### src/hw/rtl/kfi_pkg.sv
// Shared types, constants and command codes for the keyframe track interpolator.
`default_nettype none
package kfi_pkg;

	localparam int MAX_KEYS  = 64;
	localparam int IDX_W     = $clog2(MAX_KEYS);
	localparam int CNT_W     = IDX_W + 1;
	localparam int FRAC_BITS = 16;
	localparam int F_W       = FRAC_BITS + 1;

	// Request types
	localparam logic REQ_WRITE = 1'b0;
	localparam logic REQ_QUERY = 1'b1;

	// Configuration register indexes
	localparam logic CFG_KEY_COUNT  = 1'b0;
	localparam logic CFG_TRACK_MODE = 1'b1;

	// Datapath operation codes issued by the controller
	localparam int OP_W = 4;
	localparam logic [OP_W-1:0] OP_NONE  = 4'd0;
	localparam logic [OP_W-1:0] OP_WRITE = 4'd1;
	localparam logic [OP_W-1:0] OP_QRY   = 4'd2;
	localparam logic [OP_W-1:0] OP_T0    = 4'd3;
	localparam logic [OP_W-1:0] OP_TL    = 4'd4;
	localparam logic [OP_W-1:0] OP_SM    = 4'd5;
	localparam logic [OP_W-1:0] OP_SM1   = 4'd6;
	localparam logic [OP_W-1:0] OP_SA    = 4'd7;
	localparam logic [OP_W-1:0] OP_SB    = 4'd8;
	localparam logic [OP_W-1:0] OP_DS    = 4'd9;
	localparam logic [OP_W-1:0] OP_MX    = 4'd10;
	localparam logic [OP_W-1:0] OP_MY    = 4'd11;
	localparam logic [OP_W-1:0] OP_MZ    = 4'd12;
	localparam logic [OP_W-1:0] OP_AZ    = 4'd13;

	typedef struct packed {
		logic              req_type;
		logic [IDX_W-1:0]  key_index;
		logic [31:0]       key_time;
		logic signed [31:0] key_x;
		logic signed [31:0] key_y;
		logic signed [31:0] key_z;
		logic [31:0]       query_time;
	} kfi_req_t;

	typedef struct packed {
		logic signed [31:0] out_x;
		logic signed [31:0] out_y;
		logic signed [31:0] out_z;
		logic [IDX_W-1:0]   segment;
	} kfi_res_t;

	typedef struct packed {
		logic [31:0]        t;
		logic signed [31:0] x;
		logic signed [31:0] y;
		logic signed [31:0] z;
	} key_t;

	typedef struct packed {
		logic [OP_W-1:0] op;
	} cmd_t;

	typedef struct packed {
		logic ramp;
		logic ramp_full;
		logic last;
		logic search_done;
		logic div_done;
	} status_t;

endpackage
`default_nettype wire

### src/hw/rtl/kfi_ctrl.sv
// Controller state machine sequencing key writes and queries through the datapath.
`default_nettype none
module kfi_ctrl (
	input  wire logic              clk,
	input  wire logic              arst_n,
	input  wire logic              start,
	input  wire logic              req_type,
	input  wire kfi_pkg::status_t  status,
	output kfi_pkg::cmd_t          cmd,
	output logic                   busy,
	output logic                   done
);
	import kfi_pkg::*;

	localparam logic [3:0] S_IDLE = 4'd0;
	localparam logic [3:0] S_T0   = 4'd1;
	localparam logic [3:0] S_TL   = 4'd2;
	localparam logic [3:0] S_SM   = 4'd3;
	localparam logic [3:0] S_SM1  = 4'd4;
	localparam logic [3:0] S_SA   = 4'd5;
	localparam logic [3:0] S_SB   = 4'd6;
	localparam logic [3:0] S_DS   = 4'd7;
	localparam logic [3:0] S_DIV  = 4'd8;
	localparam logic [3:0] S_MX   = 4'd9;
	localparam logic [3:0] S_MY   = 4'd10;
	localparam logic [3:0] S_MZ   = 4'd11;
	localparam logic [3:0] S_AZ   = 4'd12;
	localparam logic [3:0] S_OUT  = 4'd13;

	logic [3:0] state_q;
	logic [3:0] state_n;

	// Next state and command
	always_comb begin
		state_n = state_q;
		cmd.op  = OP_NONE;
		case (state_q)
			S_IDLE: begin
				if (start) begin
					if (req_type == REQ_WRITE) begin
						cmd.op = OP_WRITE;
					end else begin
						cmd.op  = OP_QRY;
						state_n = S_T0;
					end
				end
			end
			S_T0: begin
				cmd.op = OP_T0;
				if (status.ramp) begin
					state_n = status.ramp_full ? S_MX : S_DS;
				end else begin
					state_n = S_TL;
				end
			end
			S_TL: begin
				cmd.op  = OP_TL;
				state_n = status.last ? S_MX : S_SM;
			end
			S_SM: begin
				cmd.op  = OP_SM;
				state_n = S_SM1;
			end
			S_SM1: begin
				cmd.op  = OP_SM1;
				state_n = status.search_done ? S_SA : S_SM;
			end
			S_SA: begin
				cmd.op  = OP_SA;
				state_n = S_SB;
			end
			S_SB: begin
				cmd.op  = OP_SB;
				state_n = S_DS;
			end
			S_DS: begin
				cmd.op  = OP_DS;
				state_n = S_DIV;
			end
			S_DIV: begin
				if (status.div_done) begin
					state_n = S_MX;
				end
			end
			S_MX: begin
				cmd.op  = OP_MX;
				state_n = S_MY;
			end
			S_MY: begin
				cmd.op  = OP_MY;
				state_n = S_MZ;
			end
			S_MZ: begin
				cmd.op  = OP_MZ;
				state_n = S_AZ;
			end
			S_AZ: begin
				cmd.op  = OP_AZ;
				state_n = S_OUT;
			end
			S_OUT: begin
				state_n = S_IDLE;
			end
			default: begin
				state_n = S_IDLE;
			end
		endcase
	end

	always_ff @(posedge clk or negedge arst_n) begin
		if (!arst_n) begin
			state_q <= S_IDLE;
		end else begin
			state_q <= state_n;
		end
	end

	assign busy = state_q != S_IDLE;
	assign done = state_q == S_OUT;

	// A result beat only ever closes a query.
	a_done_busy: assert property (@(posedge clk) disable iff (!arst_n)
		done |-> busy) else $error("result strobe outside a query");

	// The strobe lasts a single cycle and the block is free straight after.
	a_done_pulse: assert property (@(posedge clk) disable iff (!arst_n)
		done |=> (!done && !busy)) else $error("result strobe not a single beat");

	// A key write completes in the cycle it is taken.
	a_write_one: assert property (@(posedge clk) disable iff (!arst_n)
		(start && !busy && (req_type == REQ_WRITE)) |=> !busy)
		else $error("key write held the block busy");

	// A query always occupies the block on the following cycle.
	a_query_busy: assert property (@(posedge clk) disable iff (!arst_n)
		(start && !busy && (req_type == REQ_QUERY)) |=> busy)
		else $error("query not taken up");

endmodule
`default_nettype wire

### config.mk
export PLATFORM = sky130hd
export DESIGN_NAME = kfi_ctrl
export DESIGN_NICKNAME = d
export VERILOG_FILES = /design/src/hw/rtl/kfi_pkg.sv /design/src/hw/rtl/kfi_ctrl.sv
export SDC_FILE = /design/constraint.sdc
export NUM_CORES = 1
export LEC_CHECK = 0
export ABC_AREA = 1
export BUFFER_PORTS_ARGS = -buffer_cell sky130_fd_sc_hd__buf_2
export CAP_MARGIN = 20
export CORE_AREA = 10 10 47 49
export CTS_CLUSTER_DIAMETER = 100
export DETAILED_ROUTE_END_ITERATION = 6
export DIE_AREA = 0 0 57 59
export SLEW_MARGIN = 5
export SYNTH_ARGS = -nofsm -noshare
export SYNTH_HDL_FRONTEND = slang
export SYNTH_SLANG_ARGS = --single-unit
### constraint.sdc
create_clock -name clk -period 2.7 [get_ports clk]
set_clock_uncertainty 0.2 [all_clocks]
set_input_delay 0 -clock clk [delete_from_list [all_inputs] [get_ports clk]]
set_output_delay 0 -clock clk [all_outputs]
set_load 0.02 [all_outputs]
# ---- Word-level counts from Yosys, hierarchy flattened
# Index checks and enable logic that the tools add are counted.
dict set report totals {
  regBits 4
  input_bits 9
  elab_cells 31
}
dict set report classes {
  n_eq_ne 16
  n_mux 11
  reduce_logical 3
}
# op n
set op_table {}
lappend op_table {{$pmux 4 s13} 1}
lappend op_table {{$pmux 4 s12} 1}
lappend op_table {{$eq 4x4->1 const B} 6}
lappend op_table {{$mux 4} 6}
lappend op_table {{$eq 4x3->1 const B} 4}
lappend op_table {{$eq 4x2->1 const B} 2}
lappend op_table {{$ne 2x2->1 const B} 3}
lappend op_table {{$eq 4x1->1 const B} 1}
lappend op_table {{$logic_not 4->1} 1}
lappend op_table {{$mux 2} 2}
lappend op_table {{$reduce_bool 4->1} 1}
lappend op_table {{$mux 3} 1}
lappend op_table {{$reduce_and 3->1} 1}

# ---- Longest topological paths before layout
# Gate-level depths: netlist of run 1.
dict set report logic_depth {
  ltp_word 3
  mapped_depth 8
  ltp_nobuf 7
}

# ---- Worst setup path before layout of run 1
# Ideal clock, no wire load.
dict set report synth_timing {
  path_type {reg-to-output}
  from {register state_q[1]}
  to {output cmd[0] in the netlist's numbering}
  t_arrival_ns 1.036
  path_slack_ns 1.464
  path_stages_with_launch 7
  path_buffers 1
  path_cell_list {dfrtp_1 > buf_4 > inv_2 > nand2_1 > nor2_1 > nand3_1 > nand3_1}
}
# item line_no
set synth_rtl {}
lappend synth_rtl {{start, declared} kfi_ctrl.sv:30} ;# logic [3:0] state_q;
lappend synth_rtl {{start signal, assigned} kfi_ctrl.sv:114} ;# state_q <= state_n;
lappend synth_rtl {{end, declared} kfi_ctrl.sv:9} ;# output kfi_pkg::cmd_t cmd,

# ---- Worst setup path in the final report of run 1
dict set report layout_timing {
  from {register state_q[2]}
  to {register state_q[0]}
}
dict set report layout_between {
  elab_chain_cells 3
}
# item line_no
set layout_lines {}
lappend layout_lines {{$eq 4x4->1 or $logic_not 4->1 (tied branches)} kfi_ctrl.sv:37} ;# case (state_q)
lappend layout_lines {{$ne 2x2->1 (no line)} -}
lappend layout_lines {{$reduce_and 3->1 (no line)} -}
# Several ways; a longest one is shown, not always the timed one.
# A chain may end at the register's enable or synchronous reset.

==> impl_metrics.env, run 1 <==
export IMPL_synth_yosys_seq_area_share_pct=22.1
export IMPL_worstSetupPathType="flop to flop"
export IMPL_vias_per_cell=4.76
export IMPL_row_count=14
export IMPL_cp_slowest_stage_delay_ns=0.55
export IMPL_fin_crit_ns=1.92
export IMPL_r2r_cells=5
export IMPL_drc_errors=0
export IMPL_gp_congestion=0.850
export IMPL_synth_flop_cell="dfrtp_1"
export IMPL_dpl_instance_area_um2=536
export IMPL_start_kind="flop"
export IMPL_cts_tree="yes"
export IMPL_hold_viol=0
export IMPL_syn_inst=85
export IMPL_largest_reg_flops=4
export IMPL_io_buffers=14
export IMPL_finalPower_uw=749
export IMPL_holdPathStages=4
export IMPL_drv_cap=0
export IMPL_routed_wl_um=1350
export IMPL_final_cells=125
export IMPL_hpwl_um=1090
export IMPL_status="complete, no violations"
export IMPL_peakVddDrop_v=0.000477
export IMPL_clock_latency_ns=0.24
export IMPL_drtIter0Drc=16
export IMPL_yosysWarnings=0
export IMPL_dpl_cell_count=114
export IMPL_yosys_area_top_type="nand2_1"
export IMPL_clock_sinks=4
export IMPL_hold_path_class="input pin to output port"
export IMPL_slew_headroom_pct=78.9
export IMPL_p_leak_nw=0.375
export IMPL_ff2ff_setup_slack_ns=0.78
export IMPL_final_nets=120
export IMPL_synthArstFlopShare_pct=100
export IMPL_cts_root_buf="clkbuf_4"
export IMPL_coreArea_um2=1400
export IMPL_fin_hold_ws_ns=0.185
export IMPL_die_h_um=59
export IMPL_ys_ff_latch=4
export IMPL_vias=595
export IMPL_drive_gt1_share_pct=25.7
export IMPL_hold_path_endpoint="cmd[1]"
export IMPL_yosys_top_cells_area="nand2_1 (22%), dfrtp_1 (22%), nand3_1 (14%)"
export IMPL_post_cts_resized=0
export IMPL_die_area_um2=3360
export IMPL_synth_top_area_share_pct=22.4
export IMPL_fin_area_um2=638
export IMPL_ioPinCount=15
export IMPL_first_global_vias=562
export IMPL_r2r_end="state_q[0]"
export IMPL_tightest_slew_ns=0.316
export IMPL_critical_path_buf_inv_count=1
export IMPL_crit_fanout=7
export IMPL_r2r_start="state_q[2]"
export IMPL_worstPathRequired_ns=2.62
export IMPL_syn_num_nets=94
export IMPL_synth_cell_types=13
export IMPL_endpoint_kind="flop"
export IMPL_antenna_left=0
export IMPL_start_util_pct=32.3
export IMPL_synth_common_cells="nand2_1 (27), nor2_1 (15), nand3_1 (13)"
export IMPL_antennaDiodeCount=0
export IMPL_rsz0062_at_grt="false"
export IMPL_fill_cells=157
export IMPL_path_delay_family="simple AND/OR/NAND/NOR gates"
export IMPL_dr_pass1_iters=4
export IMPL_grt_first_pass_wirelength_um=2250
export IMPL_p_per_area_nw_per_um2=1170
export IMPL_critPathSlowestCell="dlygate4sd3_1"
export IMPL_reg_largest_list="state_q: 4 flops"
export IMPL_path_clk_slew_ns=0.04
export IMPL_grt_max_degree=10
export IMPL_area_growth_pct=40.9
export IMPL_antenna_found_initial=0
export IMPL_post_drt_wl_per_cell_um=10.8
export IMPL_largest_register="state_q"
export IMPL_clock_path_buffers=2
export IMPL_grt_usage_pct=7.92
export IMPL_grt_overflow=0
export IMPL_cpMostUsedCell="nand3_1"
export IMPL_htreeDepth=1
export IMPL_worstHoldStart="start"
export IMPL_tns_ns=0
export IMPL_synthesis_area_um2=453
export IMPL_synth_edf_count=0
export IMPL_path_cells="nor2_2 > nand3_1 > nand3_1 > nor2_1 > dlygate4sd3_1"
export IMPL_cts_inserted_buffers=3
export IMPL_postSynthAreaPerCell_um2=5.33
export IMPL_finalSetupViolations=0
export IMPL_slew_viol_final=0
export IMPL_synth_most_common_cell="nand2_1"
export IMPL_die_w_um=57
export IMPL_fmax_mhz=521
export IMPL_worstPathArrival_ns=1.84
export IMPL_period_share_pct=71.1
==> timing repair <==
| action | 4_1_cts | 5_1_grt |
|---|---|---|
| setup buffers | 0 | 0 |
| hold endpoints to repair | 8 | 0 |
| endpoints found under the setup margin | 0 | 0 |
| hold buffers | 8 | 0 |
==> cell families (layout without fill, tap and decap cells) <==
logic type,after synthesis,after routing,share of synthesized area (%)
compound gates,3,3,4.14
buf+inv,15,39,13.3
flops,4,4,22.1
simple gates,63,63,60.5
==> per-stage QoR <==
step           util, %  setup slack, ns
2_1_floorplan        -             1.46
6_report          45.5            0.780
4_1_cts           45.5            0.806
3_3_place_gp      38.2             1.24
5_1_grt           45.5            0.675
3_5_place_dp      38.2             1.22
==> cells in the final DEF (no fill, tap or decap), drive strengths merged, types with 2 or more instances in the layout <==
master / Yosys / final
dlygate4sd3: 0 / 8
nand4: 2 / 2
buf: 1 / 14
nand3: 13 / 13
nor2: 20 / 20
clkbuf: 0 / 3
dfrtp: 4 / 4
a21oi: 2 / 2
nand2: 27 / 27
inv: 13 / 13
==> layer usage <==
metal	vias to the layer above	global-route usage (%)	wire [um]
li1	313	-	-
met1	269	8.23	584
met2	13	14.4	694
met3	0	3.00	73
met4	0	2.35	0
met5	-	0	0
==> worst max path at each step <==
stage                           from  cells past startpoint          to  slack, ns
after detailed placement  state_q[1]                      8      cmd[3]       1.22
after CTS                 state_q[2]                      5  state_q[0]       0.81
after global placement    state_q[1]                      8      cmd[3]       1.24
after global routing      state_q[2]                      5  state_q[0]       0.67
after floorplan           state_q[1]                      6      cmd[0]       1.46
final                     state_q[2]                      5  state_q[0]       0.78
==> power by group <==
group | total [mW] | internal [mW] | switching (mW) | leakage, nW
Combinational | 0.522 | 0.191 | 0.330 | 0.311
Clock | 0.0738 | 0.0497 | 0.0241 | 0.0138
Sequential | 0.153 | 0.0899 | 0.0636 | 0.0499
==> worst reg2reg max path: cells and delay by family, from the launching register on <==
family | cells | cell delay, ns
flip-flops | 1 | 0.47
AND/OR/NAND/NOR | 4 | 0.58
buffers and inverters | 1 | 0.55
==> final cells by class <==
type                            instances  area [um2]  share of cell area (%)
Sequential cell                         4         100                    15.7
Multi-Input combinational cell         66         293                    45.9
Timing Repair Buffer                   22         150                    23.5
Inverter                               14        52.6                    8.24
Clock buffer                            3        22.5                    3.53
Tap cell                               16        20.0                    3.14
Note: power is estimated with default switching activity, not from simulation.
==> run 2, diff against run 1 <==
==> constraint.sdc (replaced) <==
create_clock -name clk -period 1.8 [get_ports clk]
set_clock_uncertainty 0.2 [all_clocks]
set_input_delay 0 -clock clk [delete_from_list [all_inputs] [get_ports clk]]
set_output_delay 0 -clock clk [all_outputs]
set_load 0.02 [all_outputs]
==> run 2 against run 1 <==
  * Cell count is 0.80% higher
  * Design area rose by 1.8%
  * Clock-buffer cell count unchanged
  * Non-clock buffer count grew 1
  * First-iteration DRC count rose by 63%
  * Sequential power up 51%
  * Global-route usage barely moved
  * Largest power group unchanged
  * Highest routed layer unchanged
==> impl_metrics.env, run 2 (synthesized netlist as in run 1, its figures left out) <==
export IMPL_status="complete, no violations"
export IMPL_ff2ff_setup_slack_ns=0.42
export IMPL_final_util_pct=46.3
export IMPL_p_per_area_nw_per_um2=1660
export IMPL_cp_slowest_stage_delay_ns=0.45
export IMPL_grt_usage_pct=7.97
export IMPL_critPathSlowestCell="dfrtp_2"
export IMPL_vias_per_cell=4.88
export IMPL_endpoint="cmd[3]"
export IMPL_cts_inserted_buffers=3
export IMPL_path_clk_slew_ns=0.03
export IMPL_r2r_cells=4
export IMPL_final_nets=121
export IMPL_slew_headroom_pct=79.6
export IMPL_die_w_um=57
export IMPL_critical_path_startpoint="state_q[1]"
export IMPL_finalPower_mw=1.08
export IMPL_io_buffers=14
export IMPL_worstSetupPathType="flop to output port"
export IMPL_post_drt_wl_per_cell_um=10.8
export IMPL_grt_overflow=0
export IMPL_crit_fanout=9
export IMPL_antennaDiodeCount=0
export IMPL_layout_common_cells="nand2_1 (27), nor2_1 (15), buf_2 (14)"
export IMPL_cpMostUsedCell="nand2_1"
export IMPL_gp_congestion=0.850
export IMPL_largest_reg_flops=4
export IMPL_grt_first_pass_wirelength_um=2260
export IMPL_tns_ns=0
export IMPL_layout_commonest_cell="nand2_1"
export IMPL_slew_viol_final=0
export IMPL_largest_register="state_q"
export IMPL_coreArea_um2=1400
export IMPL_tightest_slew_ns=0.306
export IMPL_finalSetupViolations=0
export IMPL_clock_sinks=4
export IMPL_fin_crit_ns=1.64
export IMPL_drive_gt1_share_pct=26.4
export IMPL_peakVddDrop_v=0.000720
export IMPL_path_delay_family="simple AND/OR/NAND/NOR gates"
export IMPL_grt_max_degree=10
export IMPL_antenna_found_initial=0
export IMPL_r2r_end="state_q[0]"
export IMPL_die_area_um2=3360
export IMPL_clock_path_buffers=2
export IMPL_drtIter0Drc=26
export IMPL_dr_pass1_iters=4
export IMPL_hpwl_um=1090
export IMPL_worstHoldStart="req_type"
export IMPL_drv_cap=0
export IMPL_die_h_um=59
export IMPL_worstPathRequired_ns=1.60
export IMPL_cts_root_buf="clkbuf_4"
export IMPL_row_count=14
export IMPL_path_cells="inv_2 > nand2_1 > nand2_1 > nand2_1 > inv_2 > nor2_2 > nand2_1 > buf_2"
export IMPL_worstPathArrival_ns=1.44
export IMPL_drc_errors=0
export IMPL_reg_largest_list="state_q: 4 flops"
export IMPL_start_util_pct=32.3
export IMPL_antenna_left=0
export IMPL_routed_wl_um=1360
export IMPL_endpoint_kind="output port"
export IMPL_p_leak_nw=0.375
export IMPL_area_growth_pct=43.4
export IMPL_vias=615
export IMPL_hold_path_class="input pin to output port"
export IMPL_cp_num_cells=8
export IMPL_r2r_start="state_q[2]"
export IMPL_htreeDepth=1
export IMPL_clock_latency_ns=0.23
export IMPL_critical_path_buf_inv_count=3
export IMPL_hold_viol=0
export IMPL_rsz0062_at_grt="false"
export IMPL_cts_setup_buffers=0
export IMPL_first_global_vias=558
export IMPL_start_kind="flop"
export IMPL_cts_tree="yes"
export IMPL_fmax_mhz=608
export IMPL_period_share_pct=91.3
export IMPL_ioPinCount=15
-- run 2: cell count changes in the layout (fill, tap and decap cells not counted), sizes merged --
cell         before  now
dlygate4sd3       8    9
-- run 2: report_power, final --
| part | internal, mW | switching (mW) | total, mW | leakage [nW] |
|---|---|---|---|---|
| combinational | 0.247 | 0.493 | 0.739 | 0.313 |
| clock | 0.0745 | 0.0354 | 0.110 | 0.0138 |
| sequential | 0.137 | 0.0942 | 0.231 | 0.0487 |
-- run 2: worst min path at each step --
stage                 endpoint  depth (start not counted)
CTS                     cmd[1]                          4
global route            cmd[1]                          4
detailed placement  state_q[0]                          1
finish                  cmd[1]                          4
global placement    state_q[3]                          1
floorplan           state_q[0]                          0
-- run 2: per-layer routing --
layer	vias to the layer above	share of wire, %	routed length [um]	track usage [%]
met2	30	50	684	14.6
li1	313	-	-	-
met4	0	0	0	2.01
met1	272	43	586	8.47
met5	-	0	0	0
met3	0	6.6	90	2.79
-- run 2: area by class of cell --
class,count,area [um2]
inverters,14,52.6
fillers,161,752
multi-input cells,66,293
flip-flops and latches,4,101
repair buffers,23,160
clock buffers,3,22.5
well taps,16,20.0
-- run 2: tightest hold or removal path, stage by stage --
cell	delay, ns
buf_2	0.10
nand3_1	0.07
nand3_1	0.06
buf_2	0.15
-- run 2: timing repair --
item,in CTS,in global routing
endpoints found under the hold margin,8,0
hold buffers,9,0
endpoints found under the setup margin,0,1
gates resized for setup,0,1
-- run 2: through the flow --
stage / area (um2) / cells / hold WS [ns] / worst slack, ns
after global placement: 536 / 114 / -0.393 / 0.342
after CTS: 648 / 126 / 0.191 / 0.0550
final: 649 / 126 / 0.186 / 0.157
after floorplan: 453 / 85 / -0.496 / 0.564
after global routing: 649 / 126 / 0.212 / 0.0232
after detailed placement: 536 / 114 / -0.392 / 0.318
==> run 3, diff against run 2 <==
--- a/config.mk
+++ b/config.mk
@@ -12,6 +12,8 @@
 export CTS_CLUSTER_DIAMETER = 100
 export DETAILED_ROUTE_END_ITERATION = 6
 export DIE_AREA = 0 0 57 59
+export GPL_TIMING_DRIVEN = 0
+export SETUP_SLACK_MARGIN = 0.4
 export SLEW_MARGIN = 5
 export SYNTH_ARGS = -nofsm -noshare
 export SYNTH_HDL_FRONTEND = slang
==> run 3 against run 2 <==
  * Global-route usage grew 0.080 points
  * Fmax grew 5.7%
  * Worst hold slack improved by 0.19 ns
  * Design area is 38% higher
  * Die area is the same
  * First-iteration DRC count shrank 35%
  * Sequential power up 3%
  * Register-to-register slack lost 0.07 ns
  * Non-clock buffer count grew 11
  * Critical path depth down 2
  * Largest power group unchanged
  * Power grew 56%
  * Via count grew 8.3%
==> impl_metrics.env, run 3 (synthesized netlist as in run 1, its figures left out) <==
export IMPL_drc_errors=0
export IMPL_layout_commonest_cell="nand2_1"
export IMPL_worstHoldStart="status[1]"
export IMPL_area_growth_pct=98.3
export IMPL_gp_congestion=0.851
export IMPL_cts_tree="yes"
export IMPL_final_cells=137
export IMPL_finalSetupViolations=0
export IMPL_clock_path_buffers=2
export IMPL_grt_first_pass_wirelength_um=2300
export IMPL_drtIter0Drc=17
export IMPL_fmax_mhz=643
export IMPL_drive_gt1_share_pct=51.2
export IMPL_grt_use_met1_pct=7.38
export IMPL_reg_largest_list="state_q: 4 flops"
export IMPL_largest_reg_flops=4
export IMPL_die_area_um2=3360
export IMPL_final_nets=132
export IMPL_busiest_layer="met2"
export IMPL_cts_inserted_buffers=3
export IMPL_p_leak_nw=0.486
export IMPL_worstSetupPathType="flop to output port"
export IMPL_cts_root_buf="clkbuf_4"
export IMPL_worstPathArrival_ns=1.35
export IMPL_grt_max_degree=8
export IMPL_fin_crit_ns=1.55
export IMPL_r2r_start="state_q[2]"
export IMPL_multi_input_area_um2=408
export IMPL_fill_cells=107
export IMPL_hold_viol=0
export IMPL_ioPinCount=15
export IMPL_rsz0062_at_grt="true"
export IMPL_first_global_vias=614
export IMPL_grt_overflow=0
export IMPL_crit_fanout=5
export IMPL_die_w_um=57
export IMPL_antennaDiodeCount=0
export IMPL_dpl_cell_count=115
export IMPL_die_h_um=59
export IMPL_peakVddDrop_v=0.000766
export IMPL_grt_usage_pct=8.04
export IMPL_worstPathRequired_ns=1.60
export IMPL_vias_per_cell=4.86
export IMPL_tns_ns=0
export IMPL_slew_headroom_pct=81.5
export IMPL_clock_sinks=4
export IMPL_coreArea_um2=1400
export IMPL_io_buffers=14
export IMPL_htreeDepth=1
export IMPL_hpwl_um=1020
export IMPL_period_share_pct=86.4
export IMPL_regArea_um2=104
export IMPL_status="complete, no violations"
export IMPL_hold_path_class="input pin to flop"
export IMPL_row_count=14
export IMPL_start_kind="flop"
export IMPL_largest_register="state_q"
export IMPL_dr_pass1_iters=4
export IMPL_grt_util_met2_pct=15.7
export IMPL_clock_latency_ns=0.23
export IMPL_drv_cap=0
export IMPL_path_clk_slew_ns=0.04
export IMPL_grt_met3_usage_pct=3.43
export IMPL_tightest_slew_ns=0.277
export IMPL_endpoint_kind="output port"
export IMPL_antenna_found_initial=0
export IMPL_routed_wl_um=1690
export IMPL_layout_common_cells="nand2_1 (16), nand3_1 (11)"
export IMPL_p_per_area_nw_per_um2=1880
export IMPL_vias=666
export IMPL_slew_viol_final=0
export IMPL_antenna_left=0
export IMPL_start_util_pct=32.3
export IMPL_critical_path_startpoint="state_q[3]"
export IMPL_post_drt_wl_per_cell_um=12.4
run 3: cell types whose count changed in the layout (fill, tap and decap cells not counted), moves of 5 or more:
cell and delta:
buf_4 +9, nor2_1 -6, buf_2 -5, nand2_1 -11
nand2_2 +5, nor2_4 +5, nand2_4 +6, buf_6 +7
run 3: worst max-delay path, cell delays in order (launching register included):
cell	delay [ns]
dfrtp_2	0.46
nand2_2	0.09
buf_4	0.15
nor2_2	0.14
a21oi_1	0.06
nand3_1	0.10
buf_6	0.13
run 3: stage by stage:
stage / util (%) / hold slack (ns) / total power [mW] / cell area, um2 / setup slack [ns]
after floorplan: - / -0.496 / 0.760 / 453 / 0.564
after global placement: 38.8 / -0.395 / 0.967 / 543 / 0.416
after detailed placement: 38.8 / -0.393 / 0.964 / 543 / 0.406
after CTS: 53.9 / 0.367 / 1.34 / 756 / 0.276
after global routing: 64.1 / 0.415 / 1.81 / 898 / 0.187
final: 64.1 / 0.376 / 1.69 / 898 / 0.245
run 3: final timing paths:
check,to,slack (ns),cells past startpoint
worst max-delay path,cmd[0],0.25,6
worst min-delay path,state_q[2],0.38,4
worst max register to register,state_q[1],0.35,8
worst min register to register,state_q[2],0.56,4
max in group asynchronous,state_q[2],0.77,3
min in group asynchronous,state_q[3],0.45,3
run 3: layout make-up:
cell class | count | area share [%]
flip-flops and latches | 4 | 11.6
well taps | 16 | 2.23
multi-input cells | 66 | 45.4
repair buffers | 33 | 30.1
inverters | 14 | 6.96
clock buffers | 3 | 2.51
plain buffers | 1 | 1.25
run 3: metal layers:
| layer | up-vias | routed length (um) | part of all wire [%] |
|---|---|---|---|
| li1 | 341 | - | - |
| met1 | 305 | 689 | 41 |
| met2 | 16 | 901 | 53 |
| met3 | 4 | 69 | 4.1 |
| met4 | 0 | 32 | 1.9 |
| met5 | - | 0 | 0 |
run 3: what timing repair did:
action | 4_1_cts | 5_1_grt
pin swaps | 5 | 8
resized for setup | 17 | 34
endpoints found under the setup margin | 5 | 7
hold buffers | 9 | 0
hold endpoints to repair | 8 | 0
setup buffers | 7 | 3
run 3: report_power, final:
group	leakage (nW)	internal [mW]	switching, mW
sequential	0.0463	0.142	0.0968
clock	0.0138	0.0743	0.0331
combinational	0.426	0.585	0.757
